**src/rtl/mrha_ram.sv**
```systemverilog
// ----------------------------------------------------------------------------
// mrha_ram
// Generic simple dual-port RAM: one write port, one read port, registered read.
// ----------------------------------------------------------------------------
module mrha_ram #(
	parameter int WIDTH = 8,
	parameter int DEPTH = 256
) (
	input  logic                     clk,
	input  logic                     wr_en,
	input  logic [$clog2(DEPTH)-1:0] waddr,
	input  logic [WIDTH-1:0]         wdata,
	input  logic                     rd_en,
	input  logic [$clog2(DEPTH)-1:0] raddr,
	output logic [WIDTH-1:0]         rdata
);

	logic [WIDTH-1:0] mem [DEPTH];

	// Write port.
	always_ff @(posedge clk) begin
		if (wr_en) begin
			mem[waddr] <= wdata;
		end
	end

	// Read port; the data register holds until the next read.
	always_ff @(posedge clk) begin
		if (rd_en) begin
			rdata <= mem[raddr];
		end
	end

endmodule

```
**config.mk**
```make
export PLATFORM = sky130hd
export DESIGN_NAME = mrha_ram
export DESIGN_NICKNAME = d
export VERILOG_FILES = /design/src/rtl/mrha_ram.sv
export SDC_FILE = /design/constraint.sdc
export NUM_CORES = 2
export LEC_CHECK = 0
export ABC_AREA = 1
export BUFFER_PORTS_ARGS = -buffer_cell sky130_fd_sc_hd__buf_4
export CORE_MARGIN = 2
export CORE_UTILIZATION = 25
export CTS_CLUSTER_DIAMETER = 100
export CTS_CLUSTER_SIZE = 20
export DETAILED_ROUTE_END_ITERATION = 10
export SYNTH_ARGS = -nofsm -noshare
export SYNTH_HDL_FRONTEND = slang
export SYNTH_SLANG_ARGS = --single-unit
```
**constraint.sdc**
```tcl
create_clock -name clk -period 5.6 [get_ports clk]
set_input_delay 0.84 -clock clk [delete_from_list [all_inputs] [get_ports clk]]
set_output_delay 0.84 -clock clk [all_outputs]
set_load 0.05 [all_outputs]
```
Word-level counts from Yosys, hierarchy flattened --
Memories as Yosys holds them, arrays and structs flattened. A register that Yosys moved wholly into a read port is not among the register bits. Cells that the tools add are included.
Cells by class: muxes and demuxes 2
Operators with widths (number):
- $mux 1 | 2
Storage, ports and cells: register bits after elaboration 0, bits in writable memories 2048, input port bits 27, word-level logic and storage cells 3, memories kept 1
Memory list:
- mem | depth 256, width 8, read ports 1, clocked after memory_dff 1, wr ports 1, RTL line 18 | logic [WIDTH-1:0] mem [DEPTH];

Logic depth before layout (Yosys ltp) --
depth in word-level cells 2, depth in mapped cells 15, gate-level depth less buffers 11

Least setup slack after synthesis --
No wires, ideal clock.
path kind input to register, from input wr_en, to memory mem[162][0], enable pin, arrival 1.961 ns, required time 5.230 ns, slack 3.269 ns, stages on the path 4, cell sequence clkbuf_1 nand3_1 clkbuf_1 nor2_1
On the way: longest elaborated chain between the ends 2
RTL lines:
- start, declared | RTL line 10 | input logic wr_en,
- $mux 1 | RTL line 22 | if (wr_en) begin
- $mux 1 (not written as such) | RTL line 23 | mem[waddr] <= wdata;
- end, declared | RTL line 18
No other way between the ends.

==> run_results.csv <==
group,metric,value,unit
global_routing,antenna_found_initial,6,
pwr,power_leakage,29.8,nW
synthesis,synthTopCellsByCount,"nand2_1 (2123), edfxtp_1 (2056), nand3_1 (2019), nor2_1 (283), buf_2 (268)",
place,placed_area,88000,µm²
global_routing,track_usage,13.2,%
finish,num-fill-cells,34000,
global_routing,grt-ovfl-total,0,
clock_tree,cts_resized,0,
clock_tree,cts_root_buf,"clkbuf_16",
pwr,p_per_area,300,nW/µm²
synthesis,synth_edf_count,2056,
pwr,ir_worst_vdd,0.239,mV
routing,dr.pass1.iters,6,
clock_tree,cts_buffers,114,
timing,fmax,286,MHz
die,dieArea,339000,µm²
synthesis,synth-seq-area-share,74.0,%
global_routing,grt_start_max_net_pins,230,
die,initial_utilization,25.1,%
global_routing,grt_pass1_wl,341000,µm
min_path,hold_path_class,"input port to flop",
synthesis,synth_flop_cell,"edfxtp_1",
synthesis,ys_types,13,
worst_setup_path,arrival,4.12,ns
synthesis,synth_area,83500,µm²
finish,syn_to_final_growth,8.97,%
timing,finalClockSkew,0.0305,ns
place,place_congestion,0.868,
routing,drt-initial-drc-count,6884,
synthesis,syn_inst,7003,
routing,drtAntennaViolNets,0,
synthesis,synth_area_leaders,"edfxtp_1 (74%), nand3_1 (12%), nand2_1 (9.5%)",
synthesis,ys_warn_count,0,
routing,num_vias,53300,
clock_tree,postCtsHoldBufs,0,
pwr,total_power,27.3,mW
place,post-dp-hpwl,130000,µm
timing,layout_worst_path_cycle_share,62.4,%
routing,routedWlPerCell,20.7,µm
place,io_buffer_count,34,
place,placed_cells,11000,
run_status,status,"finished clean",
timing,finalSetupViolations,0,
synthesis,syn_nets,7030,
die,die_h,582,µm
worst_setup_path,cp_max_fo,91,
timing,rsz0062_at_grt,"false",
timing,drv_slew,0,
die,die_x,582,µm
finish,final_net_count,6790,
clock_tree,clkLatencyLatePin,0.80,ns
die,rows,212,
timing,relSlewSlack,13.1,%
die,core_region_area,333000,µm²
finish,design_area,91000,µm²
clock_tree,clkTransAtPathRegs,0.08,ns
routing,viasPerCell,4.78,
timing,hold_viol,0,
synthesis,yosysTopAreaCellShare,74.0,%
clock_tree,h-tree-depth,3,
finish,instances_no_fill,11200,
routing,drc,0,
clock_tree,post_cts_buffers,0,
synthesis,ys_ff_latch,2056,
worst_setup_path,cp-start-kind,"input port",
worst_setup_path,critPathKind,"input port to flop",
synthesis,synthArstFlopShare,0,%
worst_setup_path,crit_required,6.23,ns
worst_setup_path,critPathCaptureType,"flop",
clock_tree,clock-sinks,2056,
job,cap_viol_max_count,0,
synthesis,synth_area_per_cell,11.9,µm²
clock_tree,clock_path_buffers,3,
die,ios,35,
timing,timing.setup.tns,0,ns
synthesis,synth.largest_area_cell,"edfxtp_1",
clock_tree,cts_tree,"done",
finish,drive_above_1_share,3.78,%
timing,worstMarginPinSlew,1.30,ns
routing,routed_wl,231000,µm
synthesis,synth.most_common_cell,"nand2_1",
global_routing,grt_pass1_vias,51000,
timing,fin_crit,3.50,ns
through the flow:
stage / utilization (%) / hold slack, ns / worst slack [ns]
after floorplan: - / 0.911 / 3.27
after global placement: 26.4 / 1.06 / 1.31
after detailed placement: 26.4 / 1.06 / 1.32
after CTS: 27.3 / 0.418 / 2.15
after global routing: 27.3 / 0.441 / 2.01
final: 27.3 / 0.470 / 2.10
cell usage in the layout (no fill, tap or decap):
cell type	n
inv_1	34
clkinv_4	1
clkbuf_16	115
diode_2	4
buf_4	83
inv_2	1
inv_4	1
edfxtp_1	2056
nor2_1	283
nand2_1	2121
clkinv_8	1
inv_8	2
inv_16	2
nand2_2	2
inv_6	4
buf_12	33
buf_8	11
nand3_1	2019
worst paths after layout:
check        cells after the start        to  slack, ns   startpoint
min                              1  rdata[6]       0.47        rd_en
min reg2reg                     10  rdata[7]       1.07   mem[30][7]
max                             10  rdata[6]       2.10     raddr[2]
max reg2reg                     10  rdata[6]       3.32  mem[150][6]
area by class of cell:
cell class | instances | area (µm²) | area share [%]
sequential | 2056 | 61700 | 67.9
multi-input combinational | 4425 | 19100 | 21.0
timing repair buffer | 127 | 1450 | 1.59
clock buffer | 115 | 2880 | 3.16
tap | 4387 | 5490 | 6.03
inverter | 39 | 180 | 0.198
clock inverter | 7 | 80.1 | 0.0880
antenna | 4 | 10.0 | 0.0110
routing by layer:
layer	global-route usage [%]	part of all wire, %
met1	17.3	40
met2	21.8	48
met3	2.04	7.8
met4	5.49	4.1
met5	0	0
cell families after synthesis:
group | Yosys count | synth area share [%]
buffers and inverters | 522 | 3.12
flip-flops | 2056 | 74.0
AND/OR/NAND/NOR | 4425 | 22.9
state kept, by name, summed over array words and instances, names as in the netlist:
signal	flops
mem	2048
rdata	8
worst max-delay path, cell delays in order:
cell and delay [ns]:
buf_8 0.50, buf_4 0.90, nand3_1 0.25, nand3_1 0.19
nand3_1 0.13, nand3_1 0.24, nand3_1 0.16, nand2_1 0.15
nand2_1 0.34, nand2_1 0.17
where the power goes:
group	switching, mW	leakage (nW)	internal (mW)
clock network	4.73	1.46	3.66
logic	1.49	9.88	0.442
registers	0.0215	18.5	16.9
No activity file was read; power rests on OpenSTA's default activity.
