## src/rtl/mrha_pkg.sv

```systemverilog
// ----------------------------------------------------------------------------
// mrha_pkg
// Shared types, constants and codes of the mixed-radix histogram accumulator.
// ----------------------------------------------------------------------------
package mrha_pkg;

	// Sizing of the bin store and of the index datapath.
	localparam int MAX_VARS      = 4;
	localparam int NUM_VALUES    = 4;
	localparam int VAR_LIMIT     = (MAX_VARS < NUM_VALUES) ? MAX_VARS : NUM_VALUES;
	localparam int BIN_ADDR_BITS = 16;
	localparam int BIN_DEPTH     = 1 << BIN_ADDR_BITS;

	// Field widths.
	localparam int VAR_CNT_W  = 3;
	localparam int RADIX_W    = 9;
	localparam int VALUE_W    = 8;
	localparam int WEIGHT_W   = 32;
	localparam int SEL_W      = 16;
	localparam int ADDR_OUT_W = 16;
	localparam int COUNT_W    = 48;
	localparam int SUM_W      = COUNT_W + 1;
	localparam int REQ_W      = 2;
	localparam int CFG_IDX_W  = 3;
	localparam int CFG_DATA_W = 32;
	localparam int VAL_SEL_W  = $clog2(NUM_VALUES);
	localparam int ACC_W      = RADIX_W + BIN_ADDR_BITS + 1;

	typedef logic [BIN_ADDR_BITS-1:0] bin_addr_t;
	typedef logic [COUNT_W-1:0] count_t;
	typedef logic [RADIX_W-1:0] radix_t;
	typedef logic [VALUE_W-1:0] value_t;
	typedef logic [NUM_VALUES-1:0][VALUE_W-1:0] value_vec_t;

	// Request codes.
	typedef enum logic [REQ_W-1:0] {
		REQ_ADD        = 2'd0,
		REQ_READ       = 2'd1,
		REQ_READ_CLEAR = 2'd2
	} req_type_t;

	// Configuration register indexes.
	typedef enum logic [CFG_IDX_W-1:0] {
		REG_VAR_COUNT = 3'd0,
		REG_RADIX_A   = 3'd1,
		REG_RADIX_B   = 3'd2,
		REG_RADIX_C   = 3'd3,
		REG_RADIX_D   = 3'd4,
		REG_WEIGHT    = 3'd5
	} cfg_reg_t;

	// Controller states.
	typedef enum logic [2:0] {
		ST_CLEAR,
		ST_IDLE,
		ST_INDEX,
		ST_LOOKUP,
		ST_MODIFY,
		ST_DELIVER
	} state_t;

	// Current configuration as seen by the datapath.
	typedef struct packed {
		logic [VAR_CNT_W-1:0]        var_count;
		logic [NUM_VALUES-1:0][RADIX_W-1:0] radix;
		logic [WEIGHT_W-1:0]         weight;
	} cfg_t;

	// Index unit result.
	typedef struct packed {
		logic      done;
		logic      err;
		bin_addr_t addr;
	} idx_res_t;

endpackage

```

## src/rtl/mrha_cfg_regs.sv

```systemverilog
// ----------------------------------------------------------------------------
// mrha_cfg_regs
// Configuration registers: variable count, four radices and the add weight.
// ----------------------------------------------------------------------------
module mrha_cfg_regs (
	input  logic                             clk,
	input  logic                             arst_n,
	input  logic                             cfg_wr_en,
	input  logic [mrha_pkg::CFG_IDX_W-1:0]   cfg_index,
	input  logic [mrha_pkg::CFG_DATA_W-1:0]  cfg_data,
	output mrha_pkg::cfg_t                   cfg
);

	logic [mrha_pkg::VAR_CNT_W-1:0]                           var_count_q;
	logic [mrha_pkg::NUM_VALUES-1:0][mrha_pkg::RADIX_W-1:0]   radix_q;
	logic [mrha_pkg::WEIGHT_W-1:0]                            weight_q;

	// Register writes; indexes outside the list are ignored.
	always_ff @(posedge clk or negedge arst_n) begin
		if (!arst_n) begin
			var_count_q <= '0;
			for (int i = 0; i < mrha_pkg::NUM_VALUES; i++) begin
				radix_q[i] <= mrha_pkg::RADIX_W'(1);
			end
			weight_q <= mrha_pkg::WEIGHT_W'(32'h0001_0000);
		end else if (cfg_wr_en) begin
			case (cfg_index)
				mrha_pkg::REG_VAR_COUNT: var_count_q <= cfg_data[mrha_pkg::VAR_CNT_W-1:0];
				mrha_pkg::REG_RADIX_A:   radix_q[0] <= cfg_data[mrha_pkg::RADIX_W-1:0];
				mrha_pkg::REG_RADIX_B:   radix_q[1] <= cfg_data[mrha_pkg::RADIX_W-1:0];
				mrha_pkg::REG_RADIX_C:   radix_q[2] <= cfg_data[mrha_pkg::RADIX_W-1:0];
				mrha_pkg::REG_RADIX_D:   radix_q[3] <= cfg_data[mrha_pkg::RADIX_W-1:0];
				mrha_pkg::REG_WEIGHT:    weight_q <= cfg_data[mrha_pkg::WEIGHT_W-1:0];
				default: ;
			endcase
		end
	end

	assign cfg.var_count = var_count_q;
	assign cfg.radix     = radix_q;
	assign cfg.weight    = weight_q;

endmodule

```

## config.mk

```make
export PLATFORM = sky130hd
export DESIGN_NAME = mrha_cfg_regs
export DESIGN_NICKNAME = d
export VERILOG_FILES = /design/src/rtl/mrha_pkg.sv /design/src/rtl/mrha_cfg_regs.sv
export SDC_FILE = /design/constraint.sdc
export NUM_CORES = 1
export LEC_CHECK = 0
export BUFFER_PORTS_ARGS = -buffer_cell sky130_fd_sc_hd__buf_2
export CELL_PAD_IN_SITES_DETAIL_PLACEMENT = 0
export CELL_PAD_IN_SITES_GLOBAL_PLACEMENT = 2
export CORE_ASPECT_RATIO = 0.5
export CORE_MARGIN = 3
export CORE_UTILIZATION = 34
export DETAILED_ROUTE_END_ITERATION = 12
export PLACE_DENSITY = 0.81
export SETUP_SLACK_MARGIN = 0.5
export SLEW_MARGIN = 20
export SYNTH_ARGS = -nofsm -noshare
export SYNTH_HDL_FRONTEND = slang
export SYNTH_SLANG_ARGS = --single-unit
export TNS_END_PERCENT = 20
```

## constraint.sdc

```tcl
create_clock -name clk -period 2.1 [get_ports clk]
set_clock_uncertainty 0.1 [all_clocks]
set_input_delay 0.21 -clock clk [delete_from_list [all_inputs] [get_ports clk]]
set_output_delay 0.21 -clock clk [all_outputs]
set_load 0.02 [all_outputs]
```

After elaboration in Yosys (flattened, before gate mapping)
Index checks and enable logic that the tools add are counted.
- output and inout bits: 71
- input port bits: 38
- register bits: 71
- word-level logic and storage cells: 18
- reduce and logical (&&, ||, !) cells: 7
- eq/ne operators: 5
- operator list (operator ; number):
    $reduce_and A2 Y1 ; 6
    $eq A3 B2 Y1 const B ; 2
    $eq A3 B3 Y1 const B ; 2
    $eq A3 B1 Y1 const B ; 1
    $logic_not A3 Y1 ; 1

Logic depth before layout (Yosys ltp)
- depth in word-level cells: 2
- mapped depth: 3
- mapped depth without buffers: 2

Least setup slack after synthesis
OpenSTA, ideal clock, no wires.
- path type: input to register
- start point: input port cfg_index[1] (netlist name)
- end point: register radix_q, in the netlist cfg[60]
- path buffers: 1
- arrival time: 0.965 ns
- library setup time: 0.125 ns
- stages on the path: 3
- slack: 0.910 ns
- data required time: 1.875 ns
- cells stage by stage: and4bb_1 > buf_2 > mux2_2
- longest elaborated chain between the ends: 2
- ends and longest elaborated chain (item ; line ; text):
    from (decl) ; mrha_cfg_regs.sv:9 ; input logic [mrha_pkg::CFG_IDX_W-1:0] cfg_index,
    $eq A3 B3 Y1 ; mrha_cfg_regs.sv:27 ; case (cfg_index)
    $reduce_and A2 Y1 (no line) ; -- ;
    to (signal, indexed assignment) ; mrha_cfg_regs.sv:23 ; radix_q[i] <= mrha_pkg::RADIX_W'(1);
    to (decl) ; mrha_cfg_regs.sv:15 ; logic [mrha_pkg::NUM_VALUES-1:0][mrha_pkg::RADIX_W-1:0] radix_q;
No other way between the ends.
A chain may end at the register's enable or synchronous reset.

Worst setup path in the final report
- start point: register radix_q, in the netlist cfg[59]
- end point: output port cfg[59] (netlist name)
- RTL lines (item ; line ; text):
    to (decl) ; mrha_cfg_regs.sv:11 ; output mrha_pkg::cfg_t cfg
No word-level cell between the ends.

==> run metrics <==
outcome=complete, no violations; CP top delay family=flip-flops; total CTS buffers=9; # DRC=0; num ports=approximately 110; CP peak stage delay=530 ps; min Tclk post-route=~1300 ps; vias per cell=4.42; die area=9100 µm²; yosys synthesis warning count=0; RSZ-0062 raised after global routing=no; Net Sw Power=1.35 mW; Cell Pwr Density=1210 nW/µm²; sum of buffers and inverters on the critical path=1; Core ar.=7510 µm²; total global-route track usage=0.139; power share of the clock group=0.372; largest net degree at the start of global routing=40; Logic pwr share=0.235; initial antenna violation count=0; die extent in x=between 100 and 150 µm; critical path endpoint category=primary output; crit path launch type=flip-flop; Avg Cell Area, Syn=17.5 µm²; total number of vias=~1,800; Initial DRT Pass Iterations=4; first-pass GRT wire length=9.59 mm; vias in the first global route=1,841; CP arrival=1020 ps; P_int=~3.3 mW; Non-Filler Instances=396; worst-skew pair later-pin latency=330 ps; Mapped Cells=154; register area share after synthesis=0.662; Setup TNS=0 ps; Post-Synthesis Cell Area=2700 µm²; P_leak=around 1.9 nW; share of cells above drive strength 1=0.549; wire length per cell=15.7 µm; worst-margin pin slew=558 ps; row cnt=22; Hold WC Path Type=input port to flip-flop; # setup viols final=0; Unique masters post-synth=8; postcts setup bufs=0; CTS clk-pin slew, worst paths=60 ps; Fmax=753 MHz; DP Wirelength=4.40 mm; CTS root buf=clkbuf_16; Reg power frac=0.393; worst-path fanout max=2; Peak supply drop=0.567 mV; syn_nets=192; sw frac=0.290; slew margin rel.=0.628; Area growth syn-to-layout=43.2%; slowest CP cell=dfstp_2; #FFs+latches synth=71; maxcap violations=0; placed cells=368; die height=69.0 µm; I/O Buffers=108; Bufs on Longest Clock Path=2; DRT Wirelength=6.22 mm; starting density of the core=0.359; Critical Path, Cell by Cell=buf_2; Antenna Nets Post-Route=0; Slew Viols, Final=0; WP data required=1790 ps; pre-CTS WS=about 500 ps; Num Clock Sinks=71; kind of critical path=flip-flop to primary output; crit share post-route=0.633; setup ws final=between 700 and 800 ps; RePlAce Congestion=0.737; commonest non-fill, non-tap cell in the layout=buf_2; CTS tree=built; drt initial violations=43; final hold vios=0; antenna fix cells=0; most frequent cells in the layout=buf_2 (108), dfrtp_1 (66), mux2_1 (48); Hold WS=4.81 ps; CTS H-Tree Depth=3; Nets=322; GRT overflow=0
## registers in the layout, indices dropped and copies added, names as in the netlist
name,count
cfg,36
weight_q,32
var_count_q,3
## final cells by class
class,instances,area [µm²]
multi-input combinational,77,882
fill,650,3660
sequential,71,1780
timing repair buffer,125,713
clock buffer,10,239
tap,108,135
clock inverter,5,106
## synth_stat cells
master    number  area share
buf_2          6       0.011
nand4b_2       2       0.011
nor4b_2        1      0.0056
dfrtp_1       66        0.61
mux2_1        48        0.20
mux2_2        23       0.096
and4bb_1       3       0.014
dfstp_2        5       0.049
## repair_timing
item | 4_1_cts | 5_1_grt
hold endpoints to repair | 32 | 0
endpoints found under the setup margin | 0 | 0
hold buffers | 13 | 0
gates resized for setup | 0 | 0
## metal layers
layer | wire length (µm) | GRT usage | vias to the layer above
li1 | - | - | 815
met5 | 0 | 0 | -
met4 | 94 | 0.0550 | 0
met2 | 3280 | 0.253 | 41
met1 | 2570 | 0.154 | 884
met3 | 276 | 0.0493 | 10
## path summary, 6_finish.rpt
path	start	end	slack (ps)	cells past startpoint
hold / removal	cfg_data[18]	weight_q[18]	5	2
max in group asynchronous	arst_n	cfg[41]	940	3
min in group asynchronous	arst_n	cfg[44]	310	2
setup / recovery	cfg[59]	cfg[59]	770	1
setup reg to reg	weight_q[30]	weight_q[30]	1180	1
hold reg to reg	cfg[34]	cfg[34]	380	1
## metrics by stage
stage               utilization  total power, mW  cell area (µm²)
floorplan                     -             2.47             2700
global placement          0.450             2.91             3380
detailed placement        0.450             2.95             3380
CTS                       0.513             4.72             3860
global route              0.513             4.88             3860
finish                    0.513             4.65             3860
## cell families (layout without fill, tap and decap cells)
kind of cell | Yosys count | count (layout) | synth area share
buffers and inverters | 6 | 140 | 0.0111
flip-flops | 71 | 71 | 0.662
multiplexers | 71 | 71 | 0.297
AND/OR/NAND/NOR | 6 | 6 | 0.0306
## power by group through the flow
stage / logic [mW] / clock network, mW / registers, mW
floorplan: 0.239 / 0 / 2.23
global placement: 1.07 / 0 / 1.84
detailed placement: 1.09 / 0 / 1.86
CTS: 1.11 / 1.77 / 1.83
global route: 1.17 / 1.83 / 1.87
finish: 1.09 / 1.73 / 1.83
(Power assumes the default switching activity.)
