$ cat config.mk
export PLATFORM = sky130hd
export DESIGN_NAME = mrha_index_unit
export DESIGN_NICKNAME = d
export VERILOG_FILES = /design/src/rtl/mrha_pkg.sv /design/src/rtl/mrha_index_unit.sv
export SDC_FILE = /design/constraint.sdc
export NUM_CORES = 1
export LEC_CHECK = 0
export ABC_AREA = 1
export BUFFER_PORTS_ARGS = -buffer_cell sky130_fd_sc_hd__buf_4
export CAP_MARGIN = 10
export CORE_ASPECT_RATIO = 0.5
export CORE_MARGIN = 1
export CORE_UTILIZATION = 35
export DETAILED_ROUTE_END_ITERATION = 8
export PLACE_DENSITY = 0.61
export SYNTH_ARGS = -nofsm -noshare
export SYNTH_HDL_FRONTEND = slang
export SYNTH_SLANG_ARGS = --single-unit
$ cat constraint.sdc
create_clock -name clk -period 6.2 [get_ports clk]
set_clock_uncertainty 0.1 [all_clocks]
set_input_delay 0.93 -clock clk [delete_from_list [all_inputs] [get_ports clk]]
set_output_delay 0.93 -clock clk [all_outputs]
set_load 0.01 [all_outputs]
$ cat src/rtl/mrha_pkg.sv
// ----------------------------------------------------------------------------
// mrha_pkg
// Shared types, constants and codes of the mixed-radix histogram accumulator.
// ----------------------------------------------------------------------------
package mrha_pkg;

	// Sizing of the bin store and of the index datapath.
	localparam int MAX_VARS      = 4;
	localparam int NUM_VALUES    = 4;
	localparam int VAR_LIMIT     = (MAX_VARS < NUM_VALUES) ? MAX_VARS : NUM_VALUES;
	localparam int BIN_ADDR_BITS = 16;
	localparam int BIN_DEPTH     = 1 << BIN_ADDR_BITS;

	// Field widths.
	localparam int VAR_CNT_W  = 3;
	localparam int RADIX_W    = 9;
	localparam int VALUE_W    = 8;
	localparam int WEIGHT_W   = 32;
	localparam int SEL_W      = 16;
	localparam int ADDR_OUT_W = 16;
	localparam int COUNT_W    = 48;
	localparam int SUM_W      = COUNT_W + 1;
	localparam int REQ_W      = 2;
	localparam int CFG_IDX_W  = 3;
	localparam int CFG_DATA_W = 32;
	localparam int VAL_SEL_W  = $clog2(NUM_VALUES);
	localparam int ACC_W      = RADIX_W + BIN_ADDR_BITS + 1;

	typedef logic [BIN_ADDR_BITS-1:0] bin_addr_t;
	typedef logic [COUNT_W-1:0] count_t;
	typedef logic [RADIX_W-1:0] radix_t;
	typedef logic [VALUE_W-1:0] value_t;
	typedef logic [NUM_VALUES-1:0][VALUE_W-1:0] value_vec_t;

	// Request codes.
	typedef enum logic [REQ_W-1:0] {
		REQ_ADD        = 2'd0,
		REQ_READ       = 2'd1,
		REQ_READ_CLEAR = 2'd2
	} req_type_t;

	// Configuration register indexes.
	typedef enum logic [CFG_IDX_W-1:0] {
		REG_VAR_COUNT = 3'd0,
		REG_RADIX_A   = 3'd1,
		REG_RADIX_B   = 3'd2,
		REG_RADIX_C   = 3'd3,
		REG_RADIX_D   = 3'd4,
		REG_WEIGHT    = 3'd5
	} cfg_reg_t;

	// Controller states.
	typedef enum logic [2:0] {
		ST_CLEAR,
		ST_IDLE,
		ST_INDEX,
		ST_LOOKUP,
		ST_MODIFY,
		ST_DELIVER
	} state_t;

	// Current configuration as seen by the datapath.
	typedef struct packed {
		logic [VAR_CNT_W-1:0]        var_count;
		logic [NUM_VALUES-1:0][RADIX_W-1:0] radix;
		logic [WEIGHT_W-1:0]         weight;
	} cfg_t;

	// Index unit result.
	typedef struct packed {
		logic      done;
		logic      err;
		bin_addr_t addr;
	} idx_res_t;

endpackage

$ cat src/rtl/mrha_index_unit.sv
// ----------------------------------------------------------------------------
// mrha_index_unit
// Iterative mixed-radix index builder: one multiply-add k = radix*k + value
// per cycle, with range checks on every value and on the growing index.
// ----------------------------------------------------------------------------
module mrha_index_unit (
	input  logic                 clk,
	input  logic                 arst_n,
	input  logic                 start,
	input  mrha_pkg::cfg_t       cfg,
	input  mrha_pkg::value_vec_t values,
	output mrha_pkg::idx_res_t   res
);

	logic                           busy_q;
	logic                           done_q;
	logic                           err_q;
	logic                           ovf_q;
	logic [mrha_pkg::VAR_CNT_W-1:0] step_q;
	mrha_pkg::bin_addr_t            k_q;

	mrha_pkg::radix_t               rad;
	mrha_pkg::value_t               val;
	logic [mrha_pkg::ACC_W-1:0]     acc;
	logic                           acc_ovf;
	logic [mrha_pkg::VAR_CNT_W-1:0] step_nxt;
	logic                           no_steps;
	logic                           cnt_bad;

	// One step of the fold for the current variable.
	always_comb begin
		rad      = cfg.radix[step_q[mrha_pkg::VAL_SEL_W-1:0]];
		val      = values[step_q[mrha_pkg::VAL_SEL_W-1:0]];
		acc      = mrha_pkg::ACC_W'(rad) * mrha_pkg::ACC_W'(k_q) + mrha_pkg::ACC_W'(val);
		acc_ovf  = |acc[mrha_pkg::ACC_W-1:mrha_pkg::BIN_ADDR_BITS];
		step_nxt = step_q + mrha_pkg::VAR_CNT_W'(1);
		cnt_bad  = cfg.var_count > mrha_pkg::VAR_CNT_W'(mrha_pkg::VAR_LIMIT);
		no_steps = (cfg.var_count == '0) || cnt_bad;
	end

	// Once the index passes the store it stays past it, so an overflow
	// flag is enough and the low bits may wrap.
	always_ff @(posedge clk or negedge arst_n) begin
		if (!arst_n) begin
			busy_q <= 1'b0;
			done_q <= 1'b0;
			err_q  <= 1'b0;
			ovf_q  <= 1'b0;
			step_q <= '0;
			k_q    <= '0;
		end else begin
			done_q <= 1'b0;
			if (start) begin
				k_q    <= '0;
				ovf_q  <= 1'b0;
				step_q <= '0;
				err_q  <= cnt_bad;
				if (no_steps) begin
					done_q <= 1'b1;
				end else begin
					busy_q <= 1'b1;
				end
			end else if (busy_q) begin
				k_q    <= acc[mrha_pkg::BIN_ADDR_BITS-1:0];
				ovf_q  <= ovf_q | acc_ovf;
				err_q  <= err_q | (mrha_pkg::RADIX_W'(val) >= rad);
				step_q <= step_nxt;
				if (step_nxt == cfg.var_count) begin
					busy_q <= 1'b0;
					done_q <= 1'b1;
				end
			end
		end
	end

	assign res.done = done_q;
	assign res.err  = err_q | ovf_q;
	assign res.addr = k_q;

endmodule

Word-level counts from Yosys, hierarchy flattened
Cells that the tools add are included.
Widths: inputs -> output; s select.
{"block": "word_totals", "reg_bits": 23, "out_inout_bits": 18, "wordCells": 41, "inputBits": 106}
{"block": "op_classes", "n_mux": 20, "bitwise": 3, "n_mul": 1, "reduce_logical": 4, "magnitude_cmp": 3, "n_eq_ne": 2, "add_sub_neg": 2}
{"cell": "$mux 16", "count": 2}
{"cell": "$add 25x8->26", "count": 1}
{"cell": "$mul 9x16->25", "count": 1}
{"cell": "$bmux 9 s2", "count": 1}
{"cell": "$bmux 8 s2", "count": 1}
{"cell": "$mux 1", "count": 12}
{"cell": "$reduce_or 10->1", "count": 1}
{"cell": "$ge 8x9->1", "count": 1}
{"cell": "$mux 9", "count": 1}
{"cell": "$mux 8", "count": 1}
{"cell": "$mux 3", "count": 2}
{"cell": "$add 3x1->3 const B", "count": 1}
{"cell": "$eq 3x3->1", "count": 1}
{"cell": "$gt 3x3->1 const B", "count": 1}
{"cell": "$logic_not 3->1", "count": 1}
{"cell": "$lt 2x3->1 const B", "count": 1}
{"cell": "$or 1x1->1", "count": 3}
{"cell": "$ne 2x2->1 const B", "count": 1}
{"cell": "$reduce_bool 2->1", "count": 1}
{"cell": "$logic_or 1x1->1", "count": 1}

Logic depth before layout (Yosys ltp)
Gate-level depths: netlist (run 1).
{"block": "depth", "word_depth": 8, "depth_mapped": 35, "mapped_depth_nobuf": 33}

Worst setup path after synthesis (run 1)
Ideal clock, no wire load.
{"block": "synth_path", "kind": "input port to flip-flop", "from": "input cfg[41] (netlist name)", "to": "register ovf_q", "path_buffers": 1, "required_time_ns": 5.984, "path_slack_ns": 0.550, "arrival_ns": 5.433, "stages": 30, "cell_sequence": "nand2_1 -> nand3_1 -> nand2_1 -> inv_1 -> buf_2 -> nand2_1 -> fa_1 -> inv_1 -> fa_1 -> inv_1 -> fa_1 -> inv_1 -> fa_1 -> inv_1 -> fa_1 -> inv_1 -> ha_1 -> nand2_1 -> nor2_2 -> nand3_1 -> nand3_2 -> nand2_2 -> nand3_1 -> nand2_1 -> inv_1 -> nand2_1 -> nor2_1 -> nand3_1 -> nand2_1 -> nand2_1"}
{"block": "synth_via", "elab_chain_len": 8}
{"element": "from (decl)", "line_no": "mrha_index_unit.sv:10", "source": "input mrha_pkg::cfg_t cfg,"}
{"element": "$bmux 9 s2", "line_no": "mrha_index_unit.sv:32", "source": "rad = cfg.radix[step_q[mrha_pkg::VAL_SEL_W-1:0]];"}
{"element": "$mux 9 (not written as such)", "line_no": "mrha_index_unit.sv:32"}
{"element": "$mul 9x16->25", "line_no": "mrha_index_unit.sv:34", "source": "acc = mrha_pkg::ACC_W'(rad) * mrha_pkg::ACC_W'(k_q) + mrha_pkg::ACC_W'(val);"}
{"element": "$add 25x8->26", "line_no": "mrha_index_unit.sv:34"}
{"element": "$reduce_or 10->1", "line_no": "mrha_index_unit.sv:35", "source": "acc_ovf = |acc[mrha_pkg::ACC_W-1:mrha_pkg::BIN_ADDR_BITS];"}
{"element": "$or 1x1->1", "line_no": "mrha_index_unit.sv:65", "source": "ovf_q <= ovf_q | acc_ovf;"}
{"element": "$mux 1", "line_no": "mrha_index_unit.sv:63", "source": "end else if (busy_q) begin"}
{"element": "$mux 1", "line_no": "mrha_index_unit.sv:53", "source": "if (start) begin"}
{"element": "to (signal assigned)", "line_no": "mrha_index_unit.sv:65"}
{"element": "to (decl)", "line_no": "mrha_index_unit.sv:18", "source": "logic ovf_q;"}
Every way passes these cells. The select of a mux whose other input is x is not followed.
A chain may end at the register's enable or synchronous reset.

Worst setup path in the final report (run 1)
{"block": "layout_path", "from": "input cfg[45] (netlist name)", "to": "register ovf_q"}
Same word-level chain as after synthesis.

==> impl_metrics.json, run 1 <==
{
  "run_status": "complete, no violations",
  "clk_root_buffer_cell": "sky130_fd_sc_hd__clkbuf_16",
  "cts_buffer_depth": 2,
  "final-max-slew-violation-count": 0,
  "placedInstanceArea_um2": 7973,
  "hold_path.class": "flip-flop to flip-flop",
  "row_count": 35,
  "relSlewSlack_pct": 65.29,
  "dieArea_um2": 20370,
  "route.detailed.drc": 0,
  "yosys_warnings": 0,
  "globalRouteOverflowTotal": 0,
  "initial_utilization_pct": 36.66,
  "grt_pass1_vias": 6501,
  "tritoncts": "done",
  "arrival_ns": 5.86,
  "final.hold.worst_slack_ns": 0.3868,
  "clkLatencyLatePin_ns": 0.26,
  "final-setup-viol-count": 0,
  "insertedDiodeCount": 0,
  "leading_register_cell_type_out_of_synthesis": "sky130_fd_sc_hd__dfrtp_1",
  "cp-start-kind": "input pin",
  "postLayoutCellArea_um2": 8059,
  "grt_antenna_before_repair": 0,
  "nNetsFinal": 1356,
  "syn-instance-count": 973,
  "asyncSetResetFlopFracSynth_pct": 100.0,
  "rsz_0062_raised_after_global_routing": "no",
  "worstMarginPinSlew_ns": 0.5207,
  "grt_start_max_net_pins": 37,
  "post-dp-hpwl_um": 17190,
  "routed_wl_um": 20100,
  "final_min_period_over_clock_period_pct": 93.62,
  "clkTransAtPathRegs_ns": 0.07,
  "count_of_state_elements_after_synthesis": 23,
  "timing.setup.critical_path_class": "input pin to flip-flop",
  "die_w_um": 200.8,
  "final.setup.tns_ns": 0,
  "wl_per_cell_um": 15.19,
  "synth_edf_count": 0,
  "highest_attainable_clock_frequency_ghz": 0.1723,
  "num_io_pins": 124,
  "h-tree-depth": 1,
  "detail-route-antenna-nets": 0,
  "period_minus_slack_ns": 5.804,
  "clkSinkCount": 23,
  "die_h_um": 101.4,
  "critical_path_required_ns": 6.26,
  "grt_util_all_layers_pct": 20.69,
  "share_of_the_yosys_chip_area_belonging_to_registers_pct": 8.318,
  "drive_gt1_share_pct": 13.44,
  "crit_fanout": 6,
  "io_buffers": 91,
  "final_hold_viol_count": 0,
  "area_growth_pct": 16.47,
  "detail_route.vias_per_cell": 4.900,
  "grt_first_pass_wirelength_um": 33530,
  "utilization_pct": 42.70,
  "maxCapViolations": 0,
  "syn_area_per_cell_um2": 7.111,
  "place_congestion": 0.9185,
  "firstDrtPassIters": 5,
  "vias": 6483,
  "endpoint_kind": "flip-flop",
  "synthesis.area_um2": 6919,
  "synth_cell_types": 36,
  "cts_buffers": 3,
  "postSynthNetCount": 1264,
  "initialDrtViolationCount": 604,
  "core_region_area_um2": 18870
}
==> state kept, by name (all words and copies together) (netlist names) <==
name,flops
busy_q,1
k_q,16
step_q,3
err_q,1
done_q,1
ovf_q,1
==> routing by layer <==
layer / routed length (µm) / track usage (%) / up-vias
li1: - / - / 3165
met1: 9281 / 28.91 / 3103
met2: 9361 / 35.92 / 204
met3: 1324 / 2.252 / 11
met4: 133 / 2.173 / 0
met5: 0 / 0 / -
==> layout by cell type (no fill, tap or decap), types with 5 or more instances in the layout <==
cell type                   n
sky130_fd_sc_hd__nand2_1  285
sky130_fd_sc_hd__inv_1    169
sky130_fd_sc_hd__nor2_1   115
sky130_fd_sc_hd__buf_4    113
sky130_fd_sc_hd__fa_1     104
sky130_fd_sc_hd__ha_1      81
sky130_fd_sc_hd__nand3_1   41
sky130_fd_sc_hd__o21ai_0   25
sky130_fd_sc_hd__a21oi_1   23
sky130_fd_sc_hd__dfrtp_1   23
sky130_fd_sc_hd__o22ai_1   16
sky130_fd_sc_hd__nand2_2    9
sky130_fd_sc_hd__nand4_1    8
sky130_fd_sc_hd__inv_2      5
sky130_fd_sc_hd__xnor2_1    5
==> cell type report <==
type | instances | area [µm²]
clock buffer | 3 | 75.07
clock inverter | 1 | 5.005
fill | 1976 | 10820
inverter | 176 | 660.6
multi-input combinational | 747 | 5559
sequential | 23 | 575.6
tap | 259 | 324.1
timing repair buffer | 114 | 859.6
==> through the flow <==
stage | instances | setup slack [ns]
5_1_grt | 1323 | 0.01877
3_5_place_dp | 1319 | 0.07755
6_report | 1323 | 0.3957
4_1_cts | 1323 | 0.2531
2_1_floorplan | 973 | 0.5503
3_3_place_gp | 1319 | 0.09882
==> logic make-up after synthesis <==
family          count (synthesis)  share of synthesized area, %
buf+inv                       203                         11.37
compound gates                 77                         6.365
fa+ha+maj                     185                         44.74
simple gates                  476                         28.07
xor+xnor                        9                         1.139
flops                          23                         8.318
==> synth_stat cells, types with 3 or more instances <==
| master | instances | share of area (%) |
|---|---|---|
| sky130_fd_sc_hd__clkbuf_1 | 6 | 0.33 |
| sky130_fd_sc_hd__fa_1 | 104 | 30 |
| sky130_fd_sc_hd__nand3b_1 | 3 | 0.33 |
| sky130_fd_sc_hd__ha_1 | 81 | 15 |
| sky130_fd_sc_hd__buf_1 | 5 | 0.27 |
| sky130_fd_sc_hd__nor2_2 | 3 | 0.27 |
| sky130_fd_sc_hd__nor3_2 | 4 | 0.58 |
| sky130_fd_sc_hd__o22ai_1 | 16 | 1.4 |
| sky130_fd_sc_hd__dfrtp_1 | 23 | 8.3 |
| sky130_fd_sc_hd__nand2_2 | 8 | 0.72 |
| sky130_fd_sc_hd__nor2_1 | 115 | 6.2 |
| sky130_fd_sc_hd__xor2_1 | 4 | 0.51 |
| sky130_fd_sc_hd__inv_1 | 171 | 9.3 |
| sky130_fd_sc_hd__nand2_1 | 286 | 16 |
| sky130_fd_sc_hd__a32oi_1 | 4 | 0.51 |
| sky130_fd_sc_hd__nand4_1 | 8 | 0.72 |
| sky130_fd_sc_hd__a21oi_1 | 23 | 1.7 |
| sky130_fd_sc_hd__nor3_1 | 3 | 0.22 |
| sky130_fd_sc_hd__xnor2_1 | 5 | 0.63 |
| sky130_fd_sc_hd__buf_2 | 14 | 1.0 |
| sky130_fd_sc_hd__inv_2 | 3 | 0.16 |
| sky130_fd_sc_hd__o21ai_0 | 25 | 1.8 |
| sky130_fd_sc_hd__nand3_1 | 41 | 3.0 |
==> critical path, stage by stage <==
cell and delay (ns):
sky130_fd_sc_hd__buf_4 0.11, sky130_fd_sc_hd__nand2_1 0.06, sky130_fd_sc_hd__nand3_1 0.08, sky130_fd_sc_hd__nand2_1 0.30, sky130_fd_sc_hd__nor2_1 0.12, sky130_fd_sc_hd__fa_1 0.42
sky130_fd_sc_hd__fa_1 0.50, sky130_fd_sc_hd__inv_1 0.06, sky130_fd_sc_hd__fa_1 0.53, sky130_fd_sc_hd__inv_1 0.05, sky130_fd_sc_hd__fa_1 0.47, sky130_fd_sc_hd__inv_1 0.06
sky130_fd_sc_hd__fa_1 0.48, sky130_fd_sc_hd__inv_1 0.05, sky130_fd_sc_hd__ha_1 0.38, sky130_fd_sc_hd__nand2_1 0.13, sky130_fd_sc_hd__nor2_2 0.23, sky130_fd_sc_hd__nand3_1 0.12
sky130_fd_sc_hd__nand3_2 0.13, sky130_fd_sc_hd__nand2_2 0.06, sky130_fd_sc_hd__nand3_1 0.07, sky130_fd_sc_hd__nand2_1 0.08, sky130_fd_sc_hd__inv_1 0.05, sky130_fd_sc_hd__nand2_1 0.04
sky130_fd_sc_hd__nor2_1 0.09, sky130_fd_sc_hd__nand3_1 0.15, sky130_fd_sc_hd__nand2_1 0.09, sky130_fd_sc_hd__nand2_1 0.04
==> what timing repair did <==
item / in CTS / in global routing
setup endpoints to repair: 0 / 1
buffers inserted: 0 / 0
gates resized for setup: 0 / 4
hold buffers: 0 / 0
==> final timing paths <==
path	depth (start not counted)	slack, ns	from	to
worst max-delay path	28	0.40	cfg[45]	ovf_q
worst min-delay path	2	0.39	ovf_q	ovf_q
worst max register to register	30	0.41	step_q[0]	ovf_q
worst min register to register	2	0.39	ovf_q	ovf_q
max in group asynchronous	1	5.26	arst_n	k_q[4]
min in group asynchronous	1	0.48	arst_n	k_q[15]
Power of run 1 is not shown: default switching activity piles up to over one toggle a cycle in this logic, so the estimate is an artifact.
==> inputs of run 2 (changes only) <==
Clock period 6.2 ns to 5.9 ns, I/O delays scaled along.
==> impl_metrics.json, run 2 (synthesis gave the netlist of run 1 again) <==
{
  "run_status": "complete, no violations",
  "post-dp-hpwl_um": 17100,
  "commonest_cells_after_routing_fill_and_taps_aside": "sky130_fd_sc_hd__nand2_1, sky130_fd_sc_hd__inv_1, sky130_fd_sc_hd__buf_4, sky130_fd_sc_hd__nor2_1, sky130_fd_sc_hd__fa_1",
  "place_congestion": 0.9325,
  "dieArea_um2": 20370,
  "crit_top_cell": "sky130_fd_sc_hd__nand2_1",
  "die_h_um": 101.4,
  "globalRouteOverflowTotal": 0,
  "drive_gt1_share_pct": 15.85,
  "filler_cell_count": 1909,
  "area.sequential_um2": 575.6,
  "final_hold_viol_count": 0,
  "die_w_um": 200.8,
  "initial_utilization_pct": 36.66,
  "nNetsFinal": 1371,
  "placedInstanceArea_um2": 8083,
  "vias": 6605,
  "highest_attainable_clock_frequency_ghz": 0.1805,
  "detail_route.vias_per_cell": 4.936,
  "timing.setup.critical_path_class": "flip-flop to flip-flop",
  "mostFrequentLayoutCell": "sky130_fd_sc_hd__nand2_1",
  "grt_antenna_before_repair": 0,
  "initialDrtViolationCount": 457,
  "dr_wl_met2_um": 9280,
  "h-tree-depth": 1,
  "grt_pass1_vias": 6517,
  "clkLatencyLatePin_ns": 0.26,
  "clk_root_buffer_cell": "sky130_fd_sc_hd__clkbuf_16",
  "routed_wl_um": 20160,
  "io_buffers": 91,
  "period_minus_slack_ns": 5.541,
  "maxCapViolations": 0,
  "core_region_area_um2": 18870,
  "cts_buffers": 3,
  "crit_path_top_delay_cell": "sky130_fd_sc_hd__fa_1",
  "endpoint_kind": "flip-flop",
  "crit_fanout": 17,
  "area_growth_pct": 19.49,
  "final-setup-viol-count": 0,
  "wl_met3_um": 1088,
  "final_min_period_over_clock_period_pct": 93.91,
  "multiInputGateArea_um2": 5612,
  "worstMarginPinSlew_ns": 0.5141,
  "hold_path.class": "flip-flop to flip-flop",
  "insertedDiodeCount": 0,
  "num_io_pins": 124,
  "firstDrtPassIters": 5,
  "critical_path_required_ns": 5.96,
  "postLayoutCellArea_um2": 8268,
  "detail-route-antenna-nets": 0,
  "arrival_ns": 5.60,
  "number_of_flip_flops_under_the_largest_register_name": 16,
  "grt_start_max_net_pins": 35,
  "cts_hold_buf": 0,
  "cts_buffer_depth": 2,
  "final-max-slew-violation-count": 0,
  "tritoncts": "done",
  "regMostFlops": "k_q",
  "row_count": 35,
  "grt_first_pass_wirelength_um": 32870,
  "reg_top3": "k_q x16, step_q x3",
  "wl_per_cell_um": 15.07,
  "cp-start-kind": "flip-flop",
  "grt_util_all_layers_pct": 20.41,
  "relSlewSlack_pct": 65.69,
  "clkTransAtPathRegs_ns": 0.06,
  "clkSinkCount": 23,
  "highest_layer": "met4",
  "critical_path.max_stage_delay_ns": 0.54,
  "route.layer.met1.wl_um": 9607,
  "route.detailed.drc": 0
}
run 2: layer usage:
metal  GRT usage (%)  vias up
li1                -     3200
met5               0        -
met3           2.124       12
met1           28.38     3200
met2           35.31      193
met4           3.053        0
run 2: path summary, 6_finish.rpt:
kind | startpoint | endpoint | slack [ns] | depth (start not counted)
max in group asynchronous | arst_n | k_q[1] | 5.04 | 1
min in group asynchronous | arst_n | k_q[14] | 0.41 | 1
hold reg to reg | ovf_q | ovf_q | 0.40 | 2
hold / removal | ovf_q | ovf_q | 0.40 | 2
setup reg to reg | step_q[0] | ovf_q | 0.36 | 28
setup / recovery | step_q[0] | ovf_q | 0.36 | 28
run 2: metrics by stage:
| stage | std cells | setup TNS [ns] | hold slack (ns) | util, % | setup WS [ns] |
|---|---|---|---|---|---|
| finish | 1338 | 0 | 0.3967 | 43.81 | 0.3591 |
| global route | 1338 | -0.0003895 | 0.4221 | 43.81 | -0.0003895 |
| CTS | 1336 | 0 | 0.3904 | 43.25 | 0.1013 |
| detailed placement | 1332 | -0.1551 | 0.3749 | 42.82 | -0.1551 |
| global placement | 1332 | -0.1240 | 0.3588 | 42.82 | -0.1240 |
| floorplan | 973 | 0 | 0.3414 | - | 0.2953 |
run 2: area by class of cell:
class	count	area share (%)
Clock inverter	1	0.06053
Clock buffer	3	0.9080
Inverter	176	8.066
Sequential cell	23	6.961
Tap cell	259	3.919
Timing Repair Buffer	129	12.21
Multi-Input combinational cell	747	67.87
run 2: critical path: cells and delay by family, from the launching register on:
family	cells	cell delay, ns
flops	1	0.41
buf+inv	7	0.71
fa+ha+maj	6	2.73
simple gates	15	1.48
run 2: timing repair:
| action | CTS | global route |
|---|---|---|
| gates resized for setup | 0 | 23 |
| setup buffers | 0 | 1 |
| endpoints found under the setup margin | 0 | 1 |
Power of run 2 is left out for the same reason.
